$ cat src/design/bbm_pkg.sv
// Shared types, operation codes and small arithmetic helpers of the background masker.
// No dependencies; every other design file imports this package.
package bbm_pkg;

    localparam int IDX_W = 16;
    localparam int PIX_W = 8;
    localparam int SUM_W = 16;
    localparam int THR_W = 15;
    localparam int CNT_W = 17;
    localparam int FRM_W = 9;
    localparam int CFG_IDX_W = 1;

    localparam logic [THR_W-1:0] THR_RESET = 15'd3200;
    localparam logic [CNT_W-1:0] CNT_RESET = 17'd65536;

    localparam logic [CFG_IDX_W-1:0] CFG_THRESHOLD = 1'd0;
    localparam logic [CFG_IDX_W-1:0] CFG_PIX_COUNT = 1'd1;

    localparam logic [1:0] KIND_BG    = 2'd0;
    localparam logic [1:0] KIND_CLOSE = 2'd1;
    localparam logic [1:0] KIND_TEST  = 2'd2;

    typedef enum logic [1:0] {
        OP_BG    = 2'd0,
        OP_CLOSE = 2'd1,
        OP_TEST  = 2'd2
    } t_op;

    typedef struct packed {
        logic [1:0]       kind;
        logic [IDX_W-1:0] pixel_index;
        logic [PIX_W-1:0] pixel_c0;
        logic [PIX_W-1:0] pixel_c1;
        logic [PIX_W-1:0] pixel_c2;
        logic             group_last;
    } t_in_item;

    typedef struct packed {
        logic [IDX_W-1:0] out_index;
        logic [PIX_W-1:0] out_c0;
        logic [PIX_W-1:0] out_c1;
        logic [PIX_W-1:0] out_c2;
        logic             masked;
        logic             last;
        logic             error;
    } t_out_item;

    typedef struct packed {
        t_op      op;
        t_in_item item;
    } t_q_item;

    typedef struct packed {
        logic                 we;
        logic [CFG_IDX_W-1:0] idx;
        logic [CNT_W-1:0]     data;
    } t_cfg_wr;

    function automatic logic [PIX_W-1:0] abs_diff(input logic [PIX_W-1:0] a,
                                                  input logic [PIX_W-1:0] b);
        return (a > b) ? a - b : b - a;
    endfunction

    // x / 3 for x < 256: multiply by 171 and drop nine bits
    function automatic logic [PIX_W-1:0] div3(input logic [PIX_W-1:0] x);
        logic [PIX_W+8:0] p;
        p = {9'd0, x} * 17'd171;
        return p[PIX_W+8:9];
    endfunction

endpackage

$ cat src/design/bbm_front.sv
// Front end: accepts input beats, decodes the kind into an operation and queues it.
// Depends on bbm_pkg. Unused kinds are taken and dropped here.
module bbm_front (
    input  logic              i_clk,
    input  logic              i_rst_n,
    input  logic              i_valid,
    output logic              o_stall,
    input  bbm_pkg::t_in_item i_data,
    output logic              o_q_valid,
    input  logic              i_q_ready,
    output bbm_pkg::t_q_item  o_q_data
);
    import bbm_pkg::*;

    localparam int DEPTH = 4;
    localparam int PW = 2;

    t_q_item        r_mem [DEPTH];
    logic [PW-1:0]  r_wp, r_rp;
    logic [PW:0]    r_cnt;
    logic           push, pop, take;
    t_q_item        entry;

    assign o_stall   = (r_cnt == (PW+1)'(DEPTH));
    assign take      = i_valid && !o_stall;
    assign push      = take && (i_data.kind == KIND_BG || i_data.kind == KIND_CLOSE
                                || i_data.kind == KIND_TEST);
    assign o_q_valid = (r_cnt != '0);
    assign pop       = o_q_valid && i_q_ready;
    assign o_q_data  = r_mem[r_rp];

    always_comb begin
        entry.item = i_data;
        case (i_data.kind)
            KIND_BG:    entry.op = OP_BG;
            KIND_CLOSE: entry.op = OP_CLOSE;
            default:    entry.op = OP_TEST;
        endcase
    end

    always_ff @(posedge i_clk) begin
        if (push) begin
            r_mem[r_wp] <= entry;
        end
    end

    always_ff @(posedge i_clk) begin
        if (!i_rst_n) begin
            r_wp  <= '0;
            r_rp  <= '0;
            r_cnt <= '0;
        end else begin
            if (push) r_wp <= r_wp + 1'b1;
            if (pop)  r_rp <= r_rp + 1'b1;
            r_cnt <= r_cnt + (PW+1)'(push) - (PW+1)'(pop);
        end
    end

endmodule

$ cat config.mk
export PLATFORM = sky130hd
export DESIGN_NAME = bbm_front
export DESIGN_NICKNAME = d
export VERILOG_FILES = /design/src/design/bbm_pkg.sv /design/src/design/bbm_front.sv
export SDC_FILE = /design/constraint.sdc
export NUM_CORES = 1
export LEC_CHECK = 0
export BUFFER_PORTS_ARGS = -buffer_cell sky130_fd_sc_hd__buf_2
export CORE_MARGIN = 2
export CORE_UTILIZATION = 50
export DETAILED_ROUTE_END_ITERATION = 10
export HOLD_SLACK_MARGIN = 0.02
export PLACE_DENSITY = 0.73
export SYNTH_ARGS = -nofsm -noshare
export SYNTH_HDL_FRONTEND = slang
export SYNTH_SLANG_ARGS = --single-unit
$ cat constraint.sdc
create_clock -name i_clk -period 2.3 [get_ports i_clk]
set_input_delay 0.23 -clock i_clk [delete_from_list [all_inputs] [get_ports i_clk]]
set_output_delay 0.23 -clock i_clk [all_outputs]
set_load 0.005 [all_outputs]
==> results.txt, run 1 <==
Status = completed
Post-Synth Simple-Gate Area = 1.45%
Cell internal pwr = 6.47 mW
Total GRT Usage = 17.9%
Die height = 123 um
Commonest cells post-synth = edfxtp_1, mux4_2, dfxtp_1, and2_1
Final-layout fill cell count = 978
Initial antenna violation count = 0
Sequential fraction of the synthesis area = 79.2%
Area delta synth->final = 23.9%
Pre-CTS WS = 3.11 ps
Crit path required time = 2070 ps
ANT nets after route = 0
Max-slew headroom = 75.0%
Crit path cell chain = buf_4, mux4_1, buf_2
Clock skew = 11.5 ps
Final hold slack = 38.4 ps
Worst R2R Setup Slack = 140 ps
Most frequent cell after synthesis = edfxtp_1
H-tree depth = 4
Met3 wire length = 454 um
HPWL Detailed = 7600 um
Biggest area consumer among synthesized cells = edfxtp_1
Bufs on Longest Clock Path = 2
Final setup viols = 0
Yosys cell types = 22
First-pass GRT wire length = 19200 um
Crit path max-delay cell type = mux4_1
Global route overflow = 0
IO buf count = 93
Compound-Gate Fraction of Synth Area = 0.532%
RSZ-0062 raised after global routing = no
Synth Area in Adders = 1.35%
Pwr dens = 981 nW/um^2
Clock root buffer = clkbuf_16
F_max = 0.452 GHz
Worst r2r src = r_cnt[2]
DR iter-0 viols = 245
Inst Count DP = 561
Design Area, Final = 8740 um^2
Final nets = 493
Post-Synth XOR/XNOR Area = 0.497%
Max-Cap Viols = 0
Largest cells by area after synthesis = edfxtp_1, mux4_2, dfxtp_1
Post-Syn Nets = 339
Main combinational cell family by area after synthesis = multiplexers
Clk pin slew, worst setup/hold paths = 60 ps
ANT cells = 0
Mapped Cells = 285
Area fraction of the dominant cell type after synthesis = 76.6%
DIE AREA = 15100 um^2
Final Slew Violations = 0
Drt pass-1 iters = 4
FP Rows = 43
DRC = 0
Largest net degree at the start of global routing = 46
Leakage power = 3.00 nW
Final WS setup = 88.1 ps
I/O pin count = 94
Net Sw Power = 2.11 mW
Crit path capture = o_q_data[0]
Die Wd = 123 um
Vias in the first global route = 3620
Setup TNS = 0 ps
Via count = 3348
Net Sw Frac = 24.6%
Fin crit share = 96.2%
Placer Congestion = 0.721
Synth Register Bits = 189
CP endpoint kind = output port
Hold violation count in the final report = 0
Mux contribution to synthesized area = 14.9%
Final wirelength = 12500 um
WL met1 = 5050 um
Top Metal Used = met4
Comb power frac = 21.2%
Layout cells sized above 1 = 41.4%
WP data arrival = 1980 ps
Worst Tran Pin Value = 369 ps
Routed wire length on met2 = 6730 um
Seq pwr share = 49.3%
Critical Path Start Type = register
Avg Synthesized Cell Area = 24.8 um^2
Crit-path max FO = 14
Synth Cell Area = 7050 um^2
TritonCTS clock tree = built
R2r endpoint = r_cnt[2]
Final cell count without fillers = 632
Top FF cell, synth = edfxtp_1
EDFF count, synth = 180
Area occupied by multi-input gates = 1340 um^2
Post-layout minimum cycle time = 2210 ps
Hold Path Class = in2reg
FF-to-FF path depth = 11
Drt wl/cell = 19.7 um
Peak supply drop = 0.802 mV
Sequential cell area = 5590 um^2
Initial core utilization = 51.0%
Power, Total = 8.58 mW
Num Clock Sinks = 189
Drt via density = 5.30
Fraction of registers with async set/reset = 0%
Kind of critical path = reg2out
Post-Place Cell Area = 7830 um^2
Synth Warn # = 0
Critical path's largest stage delay = 580 ps
Worst-skew pair later-pin latency = 430 ps
Clock power frac = 29.5%
Clock buffer count from CTS = 17
Post-Route Utilization = 63.2%
Core Area = 13800 um^2
-- state kept, by name, summed over array words and instances, names as in the netlist, named ones only --
| name | flops |
|---|---|
| r_cnt | 3 |
| r_rp | 2 |
| r_mem | 180 |
| r_wp | 2 |
-- layer usage --
| metal | vias up | GRT usage, % |
|---|---|---|
| met5 | - | 0 |
| met4 | 0 | 7.83 |
| met3 | 15 | 4.14 |
| met2 | 76 | 30.9 |
| met1 | 1752 | 21.4 |
| li1 | 1505 | - |
-- worst max-delay path: cells and delay by family (launching register included) --
family	cells	cell delay, ps
flops	1	560
mux	1	580
buf+inv	2	410
-- power groups by stage --
stage          Clock (mW)  Sequential (mW)  Combinational, mW
6_report             2.53             4.23               1.82
5_1_grt              2.72             4.25               1.99
4_1_cts              2.60             4.23               1.85
3_5_place_dp            0             4.30               1.79
3_3_place_gp            0             4.28               1.75
2_1_floorplan           0             4.20               1.21
-- logic make-up after synthesis --
kind of cell               count (synthesis)
DFF                                      189
muxes                                     47
buffers and inverters                     18
and+or+nand+nor                           17
adders and majority gates                  7
xor gates and xnor gates                   4
AOI/OAI and AO/OA                          3
-- how the worst min path moves through the flow --
stage,from,end,slack [ps],cells past startpoint
floorplan,i_data[0],r_mem[0][0],330,0
detailed placement,i_data[0],r_mem[2][0],450,1
global placement,i_data[0],r_mem[2][0],440,1
CTS,i_data[27],r_mem[0][27],20,1
finish,i_data[23],r_mem[2][23],40,1
global route,i_data[23],r_mem[2][23],30,1
-- area by class of cell --
type / count / area share (%)
sequential: 189 / 64.0
timing repair buffer: 147 / 12.1
clock inverter: 13 / 0.873
inverter: 6 / 0.258
clock buffer: 19 / 4.95
multi-input combinational: 78 / 15.3
tap: 180 / 2.58
-- placed cells by master (no fill, tap or decap), drive strengths merged --
cell type / n
mux2i: 2
dfxtp: 9
clkinv: 10
buf: 109
and2: 7
fa: 1
edfxtp: 180
nor2b: 4
mux4: 45
clkbuf: 19
nor3b: 1
o31a: 1
dlygate4sd3: 38
o311ai: 1
or3: 1
a211oi: 1
nand2: 4
clkinvlp: 2
ha: 6
inv: 7
xnor2: 4
-- repair_timing --
action / in CTS / in global routing
setup endpoints to repair: 1 / 1
hold buffers: 38 / 0
resized for setup: 1 / 3
endpoints found under the hold margin: 149 / 0
setup buffers: 0 / 1
cloned: 0 / 0
pin swaps: 0 / 1
Power figures use the tool's default switching activity.
==> run 2: changes to the inputs <==
--- a/config.mk
+++ b/config.mk
@@ -6,7 +6,6 @@
 export NUM_CORES = 1
 export LEC_CHECK = 0
 export BUFFER_PORTS_ARGS = -buffer_cell sky130_fd_sc_hd__buf_2
-export CORE_MARGIN = 2
 export CORE_UTILIZATION = 50
 export DETAILED_ROUTE_END_ITERATION = 10
 export HOLD_SLACK_MARGIN = 0.02
==> run 2 against run 1 <==
Against the previous run:
- non-clock buffer count fell by 5
- critical path type is now reg2reg
- critical path depth grew 8
- global-route usage shrank 0.19 points
- sequential power is essentially flat
- largest cell class unchanged
==> results.txt, run 2 (synthesis results as in run 1) <==
Final cell count without fillers = 627 (-0.79%)
Largest Register = r_mem
Pwr dens = 1020 nW/um^2 (+4.3%)
IO buf count = 93 (unchanged)
FP Rows = 43 (unchanged)
HPWL Detailed = 6850 um (-9.9%)
Crit path max-delay cell type = dfxtp_2
Hold violation count in the final report = 0 (unchanged)
Initial core utilization = 51.0% (unchanged)
Hold Path Class = in2reg
Max-Cap Viols = 0 (unchanged)
Worst-skew pair later-pin latency = 420 ps (about the same)
Area delta synth->final = 24.5%
F_max = 0.463 GHz (+2.5%)
Net Sw Frac = 23.3% (-1.3 points)
Largest net degree at the start of global routing = 46 (unchanged)
WHS Endpoint = r_mem[0][36]
Top Registers = r_mem: 180 flops, r_cnt: 3 flops
CP endpoint kind = register
DR iter-0 viols = 242 (-1.2%)
R2r endpoint = r_cnt[2]
Post-layout minimum cycle time = 2160 ps (-53.0 ps)
Num Clock Sinks = 189 (unchanged)
RSZ-0062 raised after global routing = no
Final Slew Violations = 0 (unchanged)
Leakage power = 3.01 nW (+0.34%)
Vias in the first global route = 3402 (-6.0%)
H-tree depth = 4 (unchanged)
Most frequent cells in the layout = edfxtp_1, buf_2, mux4_2
Commonest non-fill, non-tap cell in the layout = edfxtp_1
Clock root buffer = clkbuf_16
Number of buffers and inverters on the critical path = 3 (+1)
Final setup viols = 0 (unchanged)
Beginning of the worst hold path = i_data[36]
Drt via density = 5.37 (+1.4%)
Crit path required time = 2620 ps (+550 ps)
Max-slew headroom = 73.1% (-1.9 points)
Initial antenna violation count = 0 (unchanged)
WP data arrival = 2480 ps (+500 ps)
Critical path's largest stage delay = 350 ps (-230 ps)
Die Wd = 121 um (-1.6%)
Final hold slack = 34.5 ps (-3.92 ps)
FF-to-FF path depth = 11 (unchanged)
Worst Tran Pin Value = 397 ps (+27.8 ps)
DRC = 0 (unchanged)
Clk pin slew, worst setup/hold paths = 60 ps (about the same)
Inst Count DP = 559 (-0.36%)
First-pass GRT wire length = 18300 um (-4.7%)
Crit-path leading delay family = adder cells
Setup TNS = 0 ps (unchanged)
Core Area = 13800 um^2 (unchanged)
Final-layout fill cell count = 936 (-4.3%)
I/O pin count = 94 (unchanged)
Worst r2r src = r_cnt[2]
Clock buffer count from CTS = 17 (unchanged)
Fin crit share = 93.9% (-2.3 points)
Worst R2R Setup Slack = 140 ps (about the same)
Net Sw Power = 2.09 mW (-0.62%)
Peak supply drop = 0.669 mV (-17%)
Drt wl/cell = 19.0 um (-3.9%)
Largest register FFs = 180 (unchanged)
Setup Buffers After CTS = 0 (unchanged)
Kind of critical path = reg2reg
Seq pwr share = 46.9% (-2.4 points)
Final wirelength = 11900 um (-4.6%)
ANT cells = 0 (unchanged)
TritonCTS clock tree = built
Placer Congestion = 0.653 (-9.4%)
Clock skew = 6.62 ps (-4.86 ps)
DIE AREA = 14600 um^2 (-3.2%)
Layout cells sized above 1 = 41.2% (-0.21 points)
Crit-path max FO = 5 (-9)
Bufs on Longest Clock Path = 2 (unchanged)
Crit path cell chain = nor3b_2, a211oi_4, inv_1, ha_1, inv_1, ha_1, inv_1, fa_2, xnor2_2, xnor2_1, and2_1
Most frequent CP cell = inv_1
Clock power frac = 33.1% (+3.6 points)
Drt pass-1 iters = 4 (unchanged)
Critical Path Start Type = register
Cell internal pwr = 6.89 mW (+6.5%)
Status = completed
Comb power frac = 20.0% (-1.2 points)
ANT nets after route = 0 (unchanged)
WHS Path Cells = 1 (unchanged)
Via count = 3369 (+0.63%)
Final nets = 488 (-1.0%)
Global route overflow = 0 (unchanged)
Die height = 121 um (-1.6%)
Total GRT Usage = 17.7% (-0.19 points)
run 2: cell count changes in the layout (fill, tap and decap cells not counted), sizes merged:
cell | before | now
clkinvlp | 2 | 3
bufinv | 0 | 4
dlygate4sd3 | 38 | 36
buf | 109 | 106
clkinv | 10 | 5
run 2: worst max-delay path by stage:
stage,startpoint,endpoint,slack (ps),cells past startpoint
after global placement,r_cnt[2],r_cnt[2],130,11
after detailed placement,r_cnt[2],r_cnt[2],40,11
after CTS,r_cnt[2],r_cnt[2],20,11
final,r_cnt[2],r_cnt[2],140,11
after global routing,register,o_q_data[41],50,3
after floorplan,r_cnt[1],r_cnt[2],10,11
run 2: what timing repair did:
item                                    CTS  global route
endpoints found under the setup margin    0             1
hold buffers                             36             0
endpoints found under the hold margin   141             0
gates resized for setup                   0             4
run 2: metal layers:
metal	vias up	part of all wire (%)	track usage, %
li1	1498	-	-
met1	1768	43	23.4
met2	81	52	27.6
met3	22	3.5	4.34
met4	0	2.2	8.64
met5	-	0	0
run 2: layout make-up:
class | count | area (um^2) | area share (%)
tap | 180 | 225 | 2.56
inverter | 6 | 22.5 | 0.256
sequential | 189 | 5590 | 63.7
multi-input combinational | 78 | 1340 | 15.2
clock buffer | 19 | 433 | 4.93
clock inverter | 13 | 171 | 1.95
timing repair buffer | 142 | 998 | 11.4
run 2: per-stage QoR:
step	cell area [um^2]	power (mW)	utilization, %	worst slack [ps]
3_5_place_dp	7800	6.05	56.4	35.7
2_1_floorplan	7060	5.41	-	14.8
3_3_place_gp	7800	5.99	56.4	131
6_report	8780	8.98	63.5	141
4_1_cts	8770	9.06	63.4	24.3
5_1_grt	8780	9.36	63.5	47.1
run 2: power groups by stage:
| stage | clock network [mW] | registers (mW) | logic, mW |
|---|---|---|---|
| floorplan | 0 | 4.20 | 1.21 |
| global route | 3.17 | 4.24 | 1.95 |
| finish | 2.97 | 4.21 | 1.80 |
| CTS | 3.03 | 4.21 | 1.82 |
| detailed placement | 0 | 4.28 | 1.76 |
| global placement | 0 | 4.26 | 1.73 |
==> run 3: changes to the inputs <==
--- a/config.mk
+++ b/config.mk
@@ -10,6 +10,7 @@
 export DETAILED_ROUTE_END_ITERATION = 10
 export HOLD_SLACK_MARGIN = 0.02
 export PLACE_DENSITY = 0.73
+export REMOVE_ABC_BUFFERS = 1
 export SYNTH_ARGS = -nofsm -noshare
 export SYNTH_HDL_FRONTEND = slang
 export SYNTH_SLANG_ARGS = --single-unit
==> run 3 against run 2 <==
Against the previous run:
- global-route usage decreased by 0.16 points
- clock skew increased by 1.7 ps
- highest routed layer unchanged
- routed wire length decreased by 1.7%
- utilization increased by 0.14 points
- design area increased by 0.23%
- via count decreased by 1.7%
- largest power group unchanged
- largest cell class unchanged
- worst setup slack got worse by 32 ps
- register-to-register slack about the same
==> results.txt, run 3 (synthesis results as in run 1) <==
Post-layout minimum cycle time = 2190 ps (+32.2 ps)
Drt via density = 5.27 (-2.0%)
Number of buffers and inverters on the critical path = 2 (-1)
Worst Tran Pin Value = 394 ps (-3.51 ps)
Via count = 3312 (-1.7%)
Top Registers = r_mem: 180 flops, r_cnt: 3 flops
DRC = 0 (unchanged)
Peak supply drop = 0.637 mV (-4.9%)
Die height = 121 um (unchanged)
Drt wl/cell = 18.6 um (-2.0%)
Pre-CTS WS = -27.7 ps (-63.4 ps)
Initial antenna violation count = 0 (unchanged)
Net Sw Power = 2.10 mW (+0.36%)
Net Sw Frac = 23.9% (+0.55 points)
WP data arrival = 1960 ps (-520 ps)
Crit path cell chain = buf_12, mux4_1, buf_2
Vias in the first global route = 3481 (+2.3%)
HPWL Detailed = 6600 um (-3.6%)
Worst r2r src = r_cnt[2]
Clk pin slew, worst setup/hold paths = 70 ps (about the same)
Total GRT Usage = 17.5% (-0.16 points)
Global route overflow = 0 (unchanged)
Largest net degree at the start of global routing = 46 (unchanged)
H-tree depth = 4 (unchanged)
First-pass GRT wire length = 18000 um (-1.9%)
Commonest non-fill, non-tap cell in the layout = edfxtp_1
DIE AREA = 14600 um^2 (unchanged)
Crit-path max FO = 16 (+11)
FP Rows = 43 (unchanged)
Critical Path Start Type = register
DR iter-0 viols = 214 (-12%)
Crit path max-delay cell type = mux4_1
Worst R2R Setup Slack = 130 ps (about the same)
Worst path depth = 3 (-8)
CP endpoint kind = output port
Worst-skew pair later-pin latency = 430 ps (about the same)
Clock buffer count from CTS = 17 (unchanged)
Placer Congestion = 0.726 (+11%)
Comb power frac = 20.8% (+0.8 points)
RSZ-0062 raised after global routing = no
Largest Register = r_mem
R2r endpoint = r_cnt[2]
I/O pin count = 94 (unchanged)
Clock skew = 8.28 ps (+1.67 ps)
Final nets = 490 (+0.41%)
Status = completed
Clock root buffer = clkbuf_16
IO buf count = 93 (unchanged)
Crit path required time = 2070 ps (-550 ps)
Bufs on Longest Clock Path = 2 (unchanged)
Hold Path Class = in2reg
Most frequent cells in the layout = edfxtp_1, buf_2, dlygate4sd3_1
Setup TNS = 0 ps (unchanged)
Max-slew headroom = 73.4% (+0.24 points)
Clock power frac = 31.2% (-1.9 points)
Final setup viols = 0 (unchanged)
Critical path's largest stage delay = 580 ps (+230 ps)
Seq pwr share = 48.1% (+1.2 points)
Final Slew Violations = 0 (unchanged)
Area delta synth->final = 24.8%
ANT cells = 0 (unchanged)
Core Area = 13800 um^2 (unchanged)
Largest register FFs = 180 (unchanged)
TritonCTS clock tree = built
F_max = 0.456 GHz (-1.5%)
FF-to-FF path depth = 11 (unchanged)
Crit-path leading delay family = multiplexers
Crit path capture = o_q_data[0]
Inst Count DP = 555 (-0.72%)
Die Wd = 121 um (unchanged)
Final wirelength = 11700 um (-1.7%)
Leakage power = 2.99 nW (-0.44%)
Final WS setup = 109 ps (-32.2 ps)
ANT nets after route = 0 (unchanged)
Kind of critical path = reg2out
Drt pass-1 iters = 4 (unchanged)
Num Clock Sinks = 189 (unchanged)
Hold violation count in the final report = 0 (unchanged)
Layout cells sized above 1 = 41.6% (+0.48 points)
Final cell count without fillers = 629 (+0.32%)
Initial core utilization = 51.0% (unchanged)
Pwr dens = 1000 nW/um^2 (-2.2%)
Cell internal pwr = 6.71 mW (-2.7%)
Max-Cap Viols = 0 (unchanged)
Fin crit share = 95.3% (+1.4 points)
[run 3: worst reg2reg max path: cells and delay by family, from the launching register on]
family	cells	cell delay [ps]
xor gates and xnor gates	2	290
adders and majority gates	3	790
buffers and inverters	3	150
AOI/OAI and AO/OA	1	180
and+or+nand+nor	2	300
DFF	1	360
[run 3: how the worst min path moves through the flow]
stage,startpoint,endpoint,cells past startpoint
2_1_floorplan,i_data[0],r_mem[0][0],0
3_3_place_gp,i_data[31],r_mem[0][31],1
3_5_place_dp,i_data[30],r_mem[3][30],1
4_1_cts,i_data[41],r_mem[3][41],1
5_1_grt,i_data[41],r_mem[3][41],1
6_report,i_data[41],r_mem[3][41],1
[run 3: routing by layer]
| metal | global-route usage (%) | part of all wire [%] | vias to the layer above |
|---|---|---|---|
| li1 | - | - | 1496 |
| met1 | 20.5 | 40 | 1711 |
| met2 | 29.5 | 53 | 88 |
| met3 | 5.90 | 5.4 | 17 |
| met4 | 7.56 | 1.8 | 0 |
| met5 | 0 | 0 | - |
[run 3: cell type report]
type / instances / area (um^2)
clock buffer: 20 / 437
clock inverter: 12 / 123
fill: 947 / 5030
inverter: 6 / 22.5
multi-input combinational: 78 / 1360
sequential: 189 / 5600
tap: 180 / 225
timing repair buffer: 144 / 1040
[run 3: power groups by stage]
stage,Sequential (mW),Clock [mW],Combinational [mW]
after floorplan,4.38,0,0.908
after detailed placement,4.30,0,1.75
after global routing,4.26,2.92,2.00
final,4.23,2.74,1.83
after CTS,4.23,2.81,1.82
after global placement,4.28,0,1.71
[run 3: stage by stage]
| step | hold slack (ps) | util, % | power, mW | area (um^2) |
|---|---|---|---|---|
| floorplan | 329 | - | 5.28 | 6930 |
| global route | 80.2 | 63.7 | 9.19 | 8800 |
| detailed placement | 446 | 56.3 | 6.05 | 7790 |
| finish | 93.2 | 63.7 | 8.81 | 8800 |
| CTS | 68.1 | 63.3 | 8.86 | 8760 |
| global placement | 439 | 56.3 | 5.99 | 7790 |
[run 3: timing repair]
action | in CTS | in global routing
hold buffers | 41 | 0
setup endpoints to repair | 1 | 1
buffers inserted | 0 | 1
gates resized for setup | 1 | 11
hold endpoints to repair | 164 | 0
pin swaps | 0 | 6
